[src/hdl/rlsg_pkg.sv]
// ============================================================================
// rlsg_pkg
// Shared constants and types of the radial lens shading grid.
// ============================================================================
package rlsg_pkg;

   localparam int GRID_WIDTH_DEFAULT  = 52;
   localparam int GRID_HEIGHT_DEFAULT = 39;

   localparam int COORD_W      = 6;
   localparam int GAIN_W       = 8;
   localparam int CSR_INDEX_W  = 2;
   localparam int CSR_DATA_W   = 25;
   localparam int NUM_CHANNELS = 3;
   localparam int DIST_W       = 8;

   localparam int CH_RED   = 0;
   localparam int CH_GREEN = 1;
   localparam int CH_BLUE  = 2;

   localparam logic [CSR_INDEX_W-1:0] CSR_RED_SHADING   = 2'd0;
   localparam logic [CSR_INDEX_W-1:0] CSR_GREEN_SHADING = 2'd1;
   localparam logic [CSR_INDEX_W-1:0] CSR_BLUE_SHADING  = 2'd2;

   localparam logic [CSR_DATA_W-1:0] SHADING_RESET = 25'd64;
   localparam logic [GAIN_W-1:0]     GAIN_MAX      = 8'd255;

   typedef struct packed {
      logic signed [8:0] strength;
      logic [7:0]        radius;
      logic [7:0]        base;
   } shading_type;

   typedef struct packed {
      logic advance;
      logic valid;
   } pipe_ctrl_type;

endpackage

[src/hdl/rlsg_if.sv]
// ============================================================================
// rlsg_if
// Channel interfaces of the radial lens shading grid.
// ============================================================================
interface rlsg_req_if;
   logic                         valid;
   logic                         ready;
   logic [rlsg_pkg::COORD_W-1:0] cell_col;
   logic [rlsg_pkg::COORD_W-1:0] cell_row;

   modport source (output valid, output cell_col, output cell_row, input ready);
   modport sink (input valid, input cell_col, input cell_row, output ready);
endinterface

interface rlsg_rsp_if;
   logic                        valid;
   logic                        ready;
   logic [rlsg_pkg::GAIN_W-1:0] red_gain;
   logic [rlsg_pkg::GAIN_W-1:0] green_gain;
   logic [rlsg_pkg::GAIN_W-1:0] blue_gain;

   modport source (output valid, output red_gain, output green_gain, output blue_gain,
                   input ready);
   modport sink (input valid, input red_gain, input green_gain, input blue_gain,
                 output ready);
endinterface

interface rlsg_csr_if;
   logic                             valid;
   logic                             ready;
   logic [rlsg_pkg::CSR_INDEX_W-1:0] index;
   logic [rlsg_pkg::CSR_DATA_W-1:0]  data;

   modport source (output valid, output index, output data, input ready);
   modport sink (input valid, input index, input data, output ready);
endinterface

[src/hdl/radial_lens_shading_grid.sv]
// ============================================================================
// radial_lens_shading_grid
// Red, green and blue lens shading gains for one cell of the shading grid.
//
// Channel  Dir  Payload                             Beat accepted when
// req_if   in   cell_col, cell_row                  valid && ready
// rsp_if   out  red_gain, green_gain, blue_gain     valid && ready
// csr_if   in   index, data (shading register)      valid && ready (always ready)
//
// One cell enters per cycle unless a stalled result holds the pipeline.
// The pipeline holds the square root (four stages) and the divide by the
// radius (three stages).
// Reset clears all pipeline valid bits and loads 64 into each shading register.
// A stalled result holds the whole pipeline; req_if.ready drops only then.
// ============================================================================
module radial_lens_shading_grid #(
   parameter int GRID_WIDTH  = rlsg_pkg::GRID_WIDTH_DEFAULT,
   parameter int GRID_HEIGHT = rlsg_pkg::GRID_HEIGHT_DEFAULT
) (
   input logic         clock,
   input logic         reset,
   rlsg_req_if.sink    req_if,
   rlsg_rsp_if.source  rsp_if,
   rlsg_csr_if.sink    csr_if
);

   rlsg_pkg::shading_type [rlsg_pkg::NUM_CHANNELS-1:0] shading_ff;
   rlsg_pkg::shading_type [rlsg_pkg::NUM_CHANNELS-1:0] shading_in;

   logic                                                   advance;
   logic                                                   out_valid;
   logic                                                   dist_valid;
   logic [rlsg_pkg::DIST_W-1:0]                            distance;
   logic [rlsg_pkg::NUM_CHANNELS-1:0][rlsg_pkg::GAIN_W-1:0] gain;
   rlsg_pkg::pipe_ctrl_type                                dist_ctrl;
   rlsg_pkg::pipe_ctrl_type                                gain_ctrl;

   always_comb begin
      shading_in = shading_ff;
      if (csr_if.valid) begin
         case (csr_if.index)
            rlsg_pkg::CSR_RED_SHADING: begin
               shading_in[rlsg_pkg::CH_RED] = rlsg_pkg::shading_type'(csr_if.data);
            end
            rlsg_pkg::CSR_GREEN_SHADING: begin
               shading_in[rlsg_pkg::CH_GREEN] = rlsg_pkg::shading_type'(csr_if.data);
            end
            rlsg_pkg::CSR_BLUE_SHADING: begin
               shading_in[rlsg_pkg::CH_BLUE] = rlsg_pkg::shading_type'(csr_if.data);
            end
            default: begin
            end
         endcase
      end
   end

   always_ff @(posedge clock) begin
      if (reset) begin
         for (int c = 0; c < rlsg_pkg::NUM_CHANNELS; c++) begin
            shading_ff[c] <= rlsg_pkg::shading_type'(rlsg_pkg::SHADING_RESET);
         end
      end else begin
         shading_ff <= shading_in;
      end
   end

   assign csr_if.ready = 1'b1;

   assign advance      = !out_valid || rsp_if.ready;
   assign req_if.ready = advance;
   assign dist_ctrl    = '{advance: advance, valid: req_if.valid};
   assign gain_ctrl    = '{advance: advance, valid: dist_valid};

   rlsg_dist #(
      .GRID_WIDTH  (GRID_WIDTH),
      .GRID_HEIGHT (GRID_HEIGHT)
   ) u_dist (
      .clock      (clock),
      .reset      (reset),
      .ctrl       (dist_ctrl),
      .cell_col   (req_if.cell_col),
      .cell_row   (req_if.cell_row),
      .dist_valid (dist_valid),
      .distance   (distance)
   );

   rlsg_gain u_gain (
      .clock     (clock),
      .reset     (reset),
      .ctrl      (gain_ctrl),
      .distance  (distance),
      .shading   (shading_ff),
      .out_valid (out_valid),
      .gain      (gain)
   );

   assign rsp_if.valid      = out_valid;
   assign rsp_if.red_gain   = gain[rlsg_pkg::CH_RED];
   assign rsp_if.green_gain = gain[rlsg_pkg::CH_GREEN];
   assign rsp_if.blue_gain  = gain[rlsg_pkg::CH_BLUE];

endmodule

[src/hdl/rlsg_dist.sv]
// ============================================================================
// rlsg_dist
// Distance pipeline: squared offsets from the grid center, then a floor
// square root resolved two bits per stage.
// ============================================================================
module rlsg_dist #(
   parameter int GRID_WIDTH  = rlsg_pkg::GRID_WIDTH_DEFAULT,
   parameter int GRID_HEIGHT = rlsg_pkg::GRID_HEIGHT_DEFAULT
) (
   input  logic                            clock,
   input  logic                            reset,
   input  rlsg_pkg::pipe_ctrl_type         ctrl,
   input  logic [rlsg_pkg::COORD_W-1:0]    cell_col,
   input  logic [rlsg_pkg::COORD_W-1:0]    cell_row,
   output logic                            dist_valid,
   output logic [rlsg_pkg::DIST_W-1:0]     distance
);

   localparam int DX_W        = 9;
   localparam int DX_SQ_W     = 15;
   localparam int SQ_W        = 16;
   localparam int SQRT_STAGES = 4;
   localparam int SQRT_STEPS  = 2;
   localparam int NUM_STAGES  = SQRT_STAGES + 2;

   localparam logic signed [DX_W-1:0] COL_CENTER = DX_W'(GRID_WIDTH / 2);
   localparam logic signed [DX_W-1:0] ROW_CENTER = DX_W'(GRID_HEIGHT / 2);

   typedef struct packed {
      logic [8:0]                     rem;
      logic [rlsg_pkg::DIST_W-1:0]    root;
   } sqrt_state_type;

   function automatic sqrt_state_type sqrt_step(input sqrt_state_type s,
                                                input logic [1:0] pair);
      logic [10:0]    rem_sh;
      logic [10:0]    trial;
      sqrt_state_type r;
      rem_sh = {s.rem, pair};
      trial  = {1'b0, s.root, 2'b01};
      if (rem_sh >= trial) begin
         r.rem  = 9'(rem_sh - trial);
         r.root = {s.root[6:0], 1'b1};
      end else begin
         r.rem  = rem_sh[8:0];
         r.root = {s.root[6:0], 1'b0};
      end
      return r;
   endfunction

   logic [NUM_STAGES-1:0] valid_ff;
   logic [NUM_STAGES-1:0] valid_in;
   logic [DX_SQ_W-1:0]    dx_sq_ff;
   logic [DX_SQ_W-1:0]    dx_sq_in;
   logic [DX_SQ_W-1:0]    dy_sq_ff;
   logic [DX_SQ_W-1:0]    dy_sq_in;
   logic [SQ_W-1:0]       sum_ff;
   logic [SQ_W-1:0]       sum_in;
   sqrt_state_type        sqrt_ff [SQRT_STAGES];
   sqrt_state_type        sqrt_in [SQRT_STAGES];
   logic [SQ_W-1:0]       n_ff [SQRT_STAGES];
   logic [SQ_W-1:0]       n_in [SQRT_STAGES];

   always_comb begin : p_square
      logic signed [DX_W-1:0]     dx;
      logic signed [DX_W-1:0]     dy;
      logic signed [2*DX_W-1:0]   dx_sq;
      logic signed [2*DX_W-1:0]   dy_sq;
      dx       = $signed({{(DX_W-rlsg_pkg::COORD_W){1'b0}}, cell_col}) - COL_CENTER;
      dy       = $signed({{(DX_W-rlsg_pkg::COORD_W){1'b0}}, cell_row}) - ROW_CENTER;
      dx_sq    = dx * dx;
      dy_sq    = dy * dy;
      dx_sq_in = dx_sq[DX_SQ_W-1:0];
      dy_sq_in = dy_sq[DX_SQ_W-1:0];
      sum_in   = {1'b0, dx_sq_ff} + {1'b0, dy_sq_ff};
      valid_in = {valid_ff[NUM_STAGES-2:0], ctrl.valid};
   end

   always_comb begin : p_sqrt
      sqrt_state_type s;
      for (int k = 0; k < SQRT_STAGES; k++) begin
         if (k == 0) begin
            s       = '0;
            n_in[k] = sum_ff;
         end else begin
            s       = sqrt_ff[k-1];
            n_in[k] = n_ff[k-1];
         end
         for (int j = 0; j < SQRT_STEPS; j++) begin
            s = sqrt_step(s, n_in[k][SQ_W-2-2*(k*SQRT_STEPS+j) +: 2]);
         end
         sqrt_in[k] = s;
      end
   end

   always_ff @(posedge clock) begin
      if (reset) begin
         valid_ff <= '0;
      end else if (ctrl.advance) begin
         valid_ff <= valid_in;
      end
   end

   always_ff @(posedge clock) begin
      if (ctrl.advance) begin
         dx_sq_ff <= dx_sq_in;
         dy_sq_ff <= dy_sq_in;
         sum_ff   <= sum_in;
         for (int k = 0; k < SQRT_STAGES; k++) begin
            sqrt_ff[k] <= sqrt_in[k];
            n_ff[k]    <= n_in[k];
         end
      end
   end

   assign dist_valid = valid_ff[NUM_STAGES-1];
   assign distance   = sqrt_ff[SQRT_STAGES-1].root;

   a_root_bounds: assert property (@(posedge clock) disable iff (reset)
      valid_ff[NUM_STAGES-1] |->
         ((17'(distance) * 17'(distance)) <= 17'(n_ff[SQRT_STAGES-1])) &&
         (((17'(distance) + 17'd1) * (17'(distance) + 17'd1)) >
          17'(n_ff[SQRT_STAGES-1])))
      else $error("square root result out of bounds");

endmodule

[src/hdl/rlsg_gain.sv]
// ============================================================================
// rlsg_gain
// Gain pipeline for all color channels: falloff product, a restoring divide
// by the radius over three stages, then sign, base offset and clamping.
// ============================================================================
module rlsg_gain (
   input  logic                                                  clock,
   input  logic                                                  reset,
   input  rlsg_pkg::pipe_ctrl_type                               ctrl,
   input  logic [rlsg_pkg::DIST_W-1:0]                           distance,
   input  rlsg_pkg::shading_type [rlsg_pkg::NUM_CHANNELS-1:0]    shading,
   output logic                                                  out_valid,
   output logic [rlsg_pkg::NUM_CHANNELS-1:0][rlsg_pkg::GAIN_W-1:0] gain
);

   localparam int NCH        = rlsg_pkg::NUM_CHANNELS;
   localparam int MAG_W      = 16;
   localparam int QUOT_W     = 9;
   localparam int DIV_STAGES = 3;
   localparam int DIV_STEPS  = QUOT_W / DIV_STAGES;
   localparam int NUM_STAGES = DIV_STAGES + 2;
   localparam int SUM_W      = 11;

   typedef struct packed {
      logic [7:0]        rem;
      logic [QUOT_W-1:0] quot;
   } div_state_type;

   function automatic div_state_type div_step(input div_state_type s, input logic bit_in,
                                              input logic [7:0] divisor);
      logic [8:0]    rem_sh;
      div_state_type r;
      rem_sh = {s.rem, bit_in};
      if (rem_sh >= {1'b0, divisor}) begin
         r.rem  = 8'(rem_sh - {1'b0, divisor});
         r.quot = {s.quot[QUOT_W-2:0], 1'b1};
      end else begin
         r.rem  = rem_sh[7:0];
         r.quot = {s.quot[QUOT_W-2:0], 1'b0};
      end
      return r;
   endfunction

   logic [NUM_STAGES-1:0]          valid_ff;
   logic [NUM_STAGES-1:0]          valid_in;
   logic [MAG_W-1:0]               mag_ff    [NCH][DIV_STAGES];
   logic [MAG_W-1:0]               mag_in    [NCH][DIV_STAGES];
   logic                           neg_ff    [NCH][DIV_STAGES+1];
   logic                           neg_in    [NCH][DIV_STAGES+1];
   logic [7:0]                     radius_ff [NCH][NUM_STAGES];
   logic [7:0]                     radius_in [NCH][NUM_STAGES];
   logic [7:0]                     base_ff   [NCH][NUM_STAGES];
   logic [7:0]                     base_in   [NCH][NUM_STAGES];
   div_state_type                  div_ff    [NCH][DIV_STAGES];
   div_state_type                  div_in    [NCH][DIV_STAGES];
   logic [NCH-1:0][rlsg_pkg::GAIN_W-1:0] gain_ff;
   logic [NCH-1:0][rlsg_pkg::GAIN_W-1:0] gain_in;

   always_comb begin : p_lanes
      logic [7:0]               span;
      logic [8:0]               str_mag;
      logic [16:0]              prod;
      div_state_type            st;
      logic signed [SUM_W-1:0]  q;
      logic signed [SUM_W-1:0]  total;
      valid_in = {valid_ff[NUM_STAGES-2:0], ctrl.valid};
      for (int c = 0; c < NCH; c++) begin
         span    = (shading[c].radius > distance) ? 8'(shading[c].radius - distance)
                                                  : 8'd0;
         str_mag = shading[c].strength[8] ? 9'(-shading[c].strength)
                                          : shading[c].strength;
         prod    = span * str_mag;
         mag_in[c][0]    = prod[MAG_W-1:0];
         neg_in[c][0]    = shading[c].strength[8];
         radius_in[c][0] = shading[c].radius;
         base_in[c][0]   = shading[c].base;
         for (int s = 1; s < DIV_STAGES; s++) begin
            mag_in[c][s] = mag_ff[c][s-1];
         end
         for (int s = 1; s <= DIV_STAGES; s++) begin
            neg_in[c][s] = neg_ff[c][s-1];
         end
         for (int s = 1; s < NUM_STAGES; s++) begin
            radius_in[c][s] = radius_ff[c][s-1];
            base_in[c][s]   = base_ff[c][s-1];
         end
         for (int i = 0; i < DIV_STAGES; i++) begin
            if (i == 0) begin
               st.rem  = {1'b0, mag_ff[c][0][MAG_W-1:QUOT_W]};
               st.quot = '0;
            end else begin
               st = div_ff[c][i-1];
            end
            for (int j = 0; j < DIV_STEPS; j++) begin
               st = div_step(st, mag_ff[c][i][QUOT_W-1-(i*DIV_STEPS+j)], radius_ff[c][i]);
            end
            div_in[c][i] = st;
         end
         q = $signed({2'b00, div_ff[c][DIV_STAGES-1].quot});
         if (neg_ff[c][DIV_STAGES]) begin
            q = -q;
         end
         total = $signed({3'b000, base_ff[c][DIV_STAGES]}) + q;
         if (radius_ff[c][DIV_STAGES] == 8'd0) begin
            gain_in[c] = base_ff[c][DIV_STAGES];
         end else if (total < 0) begin
            gain_in[c] = '0;
         end else if (total > $signed({3'b000, rlsg_pkg::GAIN_MAX})) begin
            gain_in[c] = rlsg_pkg::GAIN_MAX;
         end else begin
            gain_in[c] = total[rlsg_pkg::GAIN_W-1:0];
         end
      end
   end

   always_ff @(posedge clock) begin
      if (reset) begin
         valid_ff <= '0;
      end else if (ctrl.advance) begin
         valid_ff <= valid_in;
      end
   end

   always_ff @(posedge clock) begin
      if (ctrl.advance) begin
         mag_ff    <= mag_in;
         neg_ff    <= neg_in;
         radius_ff <= radius_in;
         base_ff   <= base_in;
         div_ff    <= div_in;
         gain_ff   <= gain_in;
      end
   end

   assign out_valid = valid_ff[NUM_STAGES-1];
   assign gain      = gain_ff;

   for (genvar c = 0; c < NCH; c++) begin : g_check
      a_rem_below_radius: assert property (@(posedge clock) disable iff (reset)
         valid_ff[DIV_STAGES] && (radius_ff[c][DIV_STAGES] != 8'd0) |->
            div_ff[c][DIV_STAGES-1].rem < radius_ff[c][DIV_STAGES])
         else $error("divider remainder not below radius");

      a_zero_radius_base: assert property (@(posedge clock) disable iff (reset)
         valid_ff[NUM_STAGES-1] && (radius_ff[c][NUM_STAGES-1] == 8'd0) |->
            gain_ff[c] == base_ff[c][NUM_STAGES-1])
         else $error("zero radius gain differs from base");
   end

endmodule
[src/flat_wrapper.sv]
// flat-port wrapper written by rule: the top's interface ports become plain ports
module radial_lens_shading_grid_flat 
#(
   parameter int GRID_WIDTH  = rlsg_pkg::GRID_WIDTH_DEFAULT,
   parameter int GRID_HEIGHT = rlsg_pkg::GRID_HEIGHT_DEFAULT
)
  (clock, reset, req_if_valid, req_if_cell_col, req_if_cell_row, req_if_ready, rsp_if_valid, rsp_if_red_gain, rsp_if_green_gain, rsp_if_blue_gain, rsp_if_ready, csr_if_valid, csr_if_index, csr_if_data, csr_if_ready);
  rlsg_req_if req_if_i ();
  rlsg_rsp_if rsp_if_i ();
  rlsg_csr_if csr_if_i ();
  input logic clock;
  input logic reset;
  input wire logic [$bits(req_if_i.valid)-1:0] req_if_valid;
  input wire logic [$bits(req_if_i.cell_col)-1:0] req_if_cell_col;
  input wire logic [$bits(req_if_i.cell_row)-1:0] req_if_cell_row;
  output wire logic [$bits(req_if_i.ready)-1:0] req_if_ready;
  output wire logic [$bits(rsp_if_i.valid)-1:0] rsp_if_valid;
  output wire logic [$bits(rsp_if_i.red_gain)-1:0] rsp_if_red_gain;
  output wire logic [$bits(rsp_if_i.green_gain)-1:0] rsp_if_green_gain;
  output wire logic [$bits(rsp_if_i.blue_gain)-1:0] rsp_if_blue_gain;
  input wire logic [$bits(rsp_if_i.ready)-1:0] rsp_if_ready;
  input wire logic [$bits(csr_if_i.valid)-1:0] csr_if_valid;
  input wire logic [$bits(csr_if_i.index)-1:0] csr_if_index;
  input wire logic [$bits(csr_if_i.data)-1:0] csr_if_data;
  output wire logic [$bits(csr_if_i.ready)-1:0] csr_if_ready;
  assign req_if_i.valid = req_if_valid;
  assign req_if_i.cell_col = req_if_cell_col;
  assign req_if_i.cell_row = req_if_cell_row;
  assign req_if_ready = req_if_i.ready;
  assign rsp_if_valid = rsp_if_i.valid;
  assign rsp_if_red_gain = rsp_if_i.red_gain;
  assign rsp_if_green_gain = rsp_if_i.green_gain;
  assign rsp_if_blue_gain = rsp_if_i.blue_gain;
  assign rsp_if_i.ready = rsp_if_ready;
  assign csr_if_i.valid = csr_if_valid;
  assign csr_if_i.index = csr_if_index;
  assign csr_if_i.data = csr_if_data;
  assign csr_if_ready = csr_if_i.ready;
  radial_lens_shading_grid #(.GRID_WIDTH(GRID_WIDTH), .GRID_HEIGHT(GRID_HEIGHT)) u_core (.clock(clock), .reset(reset), .req_if(req_if_i), .rsp_if(rsp_if_i), .csr_if(csr_if_i));
endmodule
[config.mk]
export PLATFORM = sky130hd
export DESIGN_NAME = radial_lens_shading_grid_flat
export DESIGN_NICKNAME = d
export VERILOG_FILES = /design/src/hdl/rlsg_pkg.sv /design/src/hdl/rlsg_if.sv /design/src/hdl/radial_lens_shading_grid.sv /design/src/hdl/rlsg_dist.sv /design/src/hdl/rlsg_gain.sv /design/src/flat_wrapper.sv
export SDC_FILE = /design/constraint.sdc
export NUM_CORES = 2
export LEC_CHECK = 0
export ABC_AREA = 1
export BUFFER_PORTS_ARGS = -buffer_cell sky130_fd_sc_hd__buf_2
export CAP_MARGIN = 20
export CELL_PAD_IN_SITES_DETAIL_PLACEMENT = 1
export CELL_PAD_IN_SITES_GLOBAL_PLACEMENT = 2
export CORE_MARGIN = 4
export CORE_UTILIZATION = 30
export CTS_BUF_LIST = sky130_fd_sc_hd__clkbuf_4 sky130_fd_sc_hd__clkbuf_8
export CTS_CLUSTER_SIZE = 8
export DETAILED_ROUTE_END_ITERATION = 12
export PLACE_DENSITY_LB_ADDON = 0.1
export SYNTH_ARGS = -nofsm -noshare
export SYNTH_HDL_FRONTEND = slang
export SYNTH_HIERARCHICAL = 1
export SYNTH_SLANG_ARGS = --single-unit
[constraint.sdc]
create_clock -name clock -period 25.1 [get_ports clock]
set_input_delay 1.255 -clock clock [delete_from_list [all_inputs] [get_ports clock]]
set_output_delay 1.255 -clock clock [all_outputs]
set_load 0.01 [all_outputs]
==> impl_metrics.env <==
export IMPL_clk_path_buf_depth=3
export IMPL_htree_num_levels=3
export IMPL_layout_drive_gt1_share=0.0752
export IMPL_dp_hpwl_um=104000
export IMPL_crit_path_max_incr_delay_ns=0.56
export IMPL_routed_via_density=4.55
export IMPL_top_signal_layer_used="met5"
export IMPL_wire_per_inst_um=16.3
export IMPL_clk_latency_ns=0.80
export IMPL_synthDistinctLibCells=58
export IMPL_synth_cells=5633
export IMPL_io_pins=71
export IMPL_yosysSeqAreaShare=0.360
export IMPL_wl_met1_um=62800
export IMPL_critPathRequiredTime_ns=25.63
export IMPL_status="complete, no violations"
export IMPL_track_usage=0.159
export IMPL_cts_tree="yes"
export IMPL_crit_path_end_kind="register"
export IMPL_crit_type="reg -> reg"
export IMPL_cp_max_fo=6
export IMPL_start_kind="register"
export IMPL_synthFlopType="edfxtp_1"
export IMPL_dr_first_iter_drc_count=1331
export IMPL_fp_coreArea_um2=158000
export IMPL_fp_dieH_um=407
export IMPL_fp_dieW_um=407
export IMPL_slew_viol_final=0
export IMPL_cts_buffers=112
export IMPL_period_share=0.256
export IMPL_fillCellCount=18700
export IMPL_antenna_left=0
export IMPL_drc_errors=0
export IMPL_tightestPinTransition_ns=1.03
export IMPL_clk_pin_slew_ns=0.07
export IMPL_portBuffers=69
export IMPL_dr_pass1_iters=5
export IMPL_max_freq_mhz=156
export IMPL_final_cell_mix="nand2_1, inv_1, nor2_1, edfxtp_1, ha_1"
export IMPL_max_vdd_ir_drop_mv=0.124
export IMPL_ys_warn_count=6
export IMPL_start_util=0.302
export IMPL_avgSynthCellArea_um2=8.48
export IMPL_grt_pass1_wl_um=210000
export IMPL_syn2layout_area_growth_pct=11.1
export IMPL_grt_pass1_vias=38600
export IMPL_drv_cap=0
export IMPL_ys_async_sr_fraction=0
export IMPL_post_cts_resized=0
export IMPL_multiInputGateArea_um2=26300
export IMPL_slowest_stage="edfxtp_1"
export IMPL_drt_wl_total_um=130000
export IMPL_overflow=0
export IMPL_antenna_found_initial=9
export IMPL_mostFrequentLayoutCell="nand2_1"
export IMPL_p_total_mw=7.29
export IMPL_dieArea_um2=166000
export IMPL_via_count=36100
export IMPL_reg2reg_slack_ns=18.67
export IMPL_final_setup_tns_ns=0
export IMPL_rows=146
export IMPL_netlist_area_um2=47800
export IMPL_skew_ns=0.0491
export IMPL_fin_nets=6511
export IMPL_ctsRootBufferMaster="clkbuf_8"
export IMPL_rsz0062_at_grt="false"
export IMPL_cp_cell_sequence="inv_1, ha_1, nand2_1, o21ai_0, nand2_1, nand2_1, a21oi_1, xor2_1, nor2_1, inv_1, nor2_1, fa_1, fa_1, fa_1, inv_1, fa_1, inv_1, ha_1, a21oi_1, o21ai_0, a21oi_1, o21ai_0, a21oi_1, xnor2_1"
export IMPL_regArea_um2=17200
export IMPL_cts_sinks=602
export IMPL_synth_seq_cells=602
export IMPL_route_met3_wl_um=3850
export IMPL_gp_routability_congestion=0.802
export IMPL_met2_length_um=60800
export IMPL_period_minus_slack_ns=6.43
export IMPL_p_leak_nw=25.9
export IMPL_slew_headroom=0.315
export IMPL_p_per_area_nw_per_um2=137
export IMPL_grt_max_degree=166
export IMPL_hold_viol=0
export IMPL_synth_edf_count=516
export IMPL_post_cts_repair_setup_buffers=0
export IMPL_cp_data_arrival_time_ns=6.96
export IMPL_cts_hold_buf=0
export IMPL_setup_viol=0
export IMPL_hold_path_class="reg -> reg"
==> Yosys cell counts (18+ instances only) <==
cell / n / area share
o21ai_2: 18 / 0.0033
nand3b_1: 32 / 0.0050
nand4_1: 78 / 0.010
dfxtp_1: 86 / 0.036
o21ai_0: 140 / 0.015
nor2_1: 538 / 0.042
a21oi_1: 301 / 0.032
a31oi_1: 21 / 0.0027
or2_2: 23 / 0.0030
nor3_1: 53 / 0.0056
nand2_2: 36 / 0.0047
fa_1: 217 / 0.091
xnor2_1: 89 / 0.016
edfxtp_1: 516 / 0.32
nand2_1: 1297 / 0.10
inv_1: 1003 / 0.079
xor2_1: 178 / 0.033
o21a_1: 19 / 0.0030
o21ai_1: 21 / 0.0022
inv_2: 20 / 0.0016
nand3_1: 240 / 0.025
a21o_1: 19 / 0.0030
ha_1: 479 / 0.13
buf_2: 23 / 0.0024
==> path summary, 6_finish.rpt <==
check                                                  from                         to  cells past startpoint
worst min-delay path              u_core/u_gain/mag_ff[131]  u_core/u_gain/mag_ff[115]                      0
worst max register to register  u_core/u_dist/sqrt_ff[3][1]  u_core/u_gain/mag_ff[141]                     24
worst min register to register    u_core/u_gain/mag_ff[131]  u_core/u_gain/mag_ff[115]                      0
worst max-delay path            u_core/u_dist/sqrt_ff[3][1]  u_core/u_gain/mag_ff[141]                     24
==> per-stage QoR <==
step,hold slack [ns],setup slack (ns),utilization,instances,instance area [um^2]
2_1_floorplan,0.400,10.61,-,5634,47800
3_3_place_gp,0.401,18.78,0.319,7726,50500
3_5_place_dp,0.405,18.66,0.319,7726,50500
4_1_cts,0.370,18.67,0.335,7936,53000
5_1_grt,0.393,18.00,0.335,7940,53100
6_report,0.393,18.67,0.335,7944,53100
==> per-layer routing <==
metal / vias up / GRT usage
met3: 118 / 0.0216
met5: - / 0
li1: 18500 / -
met1: 17300 / 0.215
met4: 2 / 0.0355
met2: 304 / 0.271
==> worst max-delay path: cells and delay by family (launching register included) <==
family	cells	cell delay [ns]
AO/OA/AOI/OAI	7	1.37
XOR/XNOR	2	0.24
adder cells (fa/ha/maj)	6	2.75
buffers and inverters	4	0.48
flip-flops	1	0.56
AND/OR/NAND/NOR	5	0.78
==> logic make-up (layout without fill, tap and decap cells) <==
family	after synthesis	in the layout	share of synthesized area
AOI/OAI and AO/OA	595	595	0.0699
xor gates and xnor gates	267	267	0.0489
adders and majority gates	696	696	0.216
buffers and inverters	1088	1321	0.0886
DFF	602	602	0.360
other	2	8	0.000157
and+or+nand+nor	2383	2383	0.216
==> registers in the layout, summed over array words and instances (netlist names) <==
signal / count
u_core/u_gain/div_ff: 102
u_core/u_gain/base_ff: 96
u_core/u_gain/radius_ff: 96
u_core/shading_ff: 75
u_core/u_gain/mag_ff: 75
u_core/u_dist/sqrt_ff: 45
u_core/u_dist/n_ff: 24
u_core/u_gain/gain: 24
u_core/u_dist/sum_ff: 16
u_core/u_dist/dx_sq_ff: 13
u_core/u_dist/dy_sq_ff: 13
u_core/u_gain/neg_ff: 12
u_core/u_dist/valid_ff: 6
u_core/u_gain/valid_ff: 5
==> cell type report <==
type	instances	area share
Antenna cell	5	0.000236
Clock buffer	156	0.0372
Clock inverter	54	0.0103
Inverter	1030	0.0730
Multi-Input combinational cell	3944	0.497
Sequential cell	602	0.324
Tap cell	2072	0.0489
Timing Repair Buffer	81	0.00953
==> report_power, final <==
| part | switching, mW | internal (mW) |
|---|---|---|
| clock network | 0.448 | 0.614 |
| logic | 2.92 | 1.72 |
| registers | 0.116 | 1.47 |
Power figures use the tool's default switching activity.
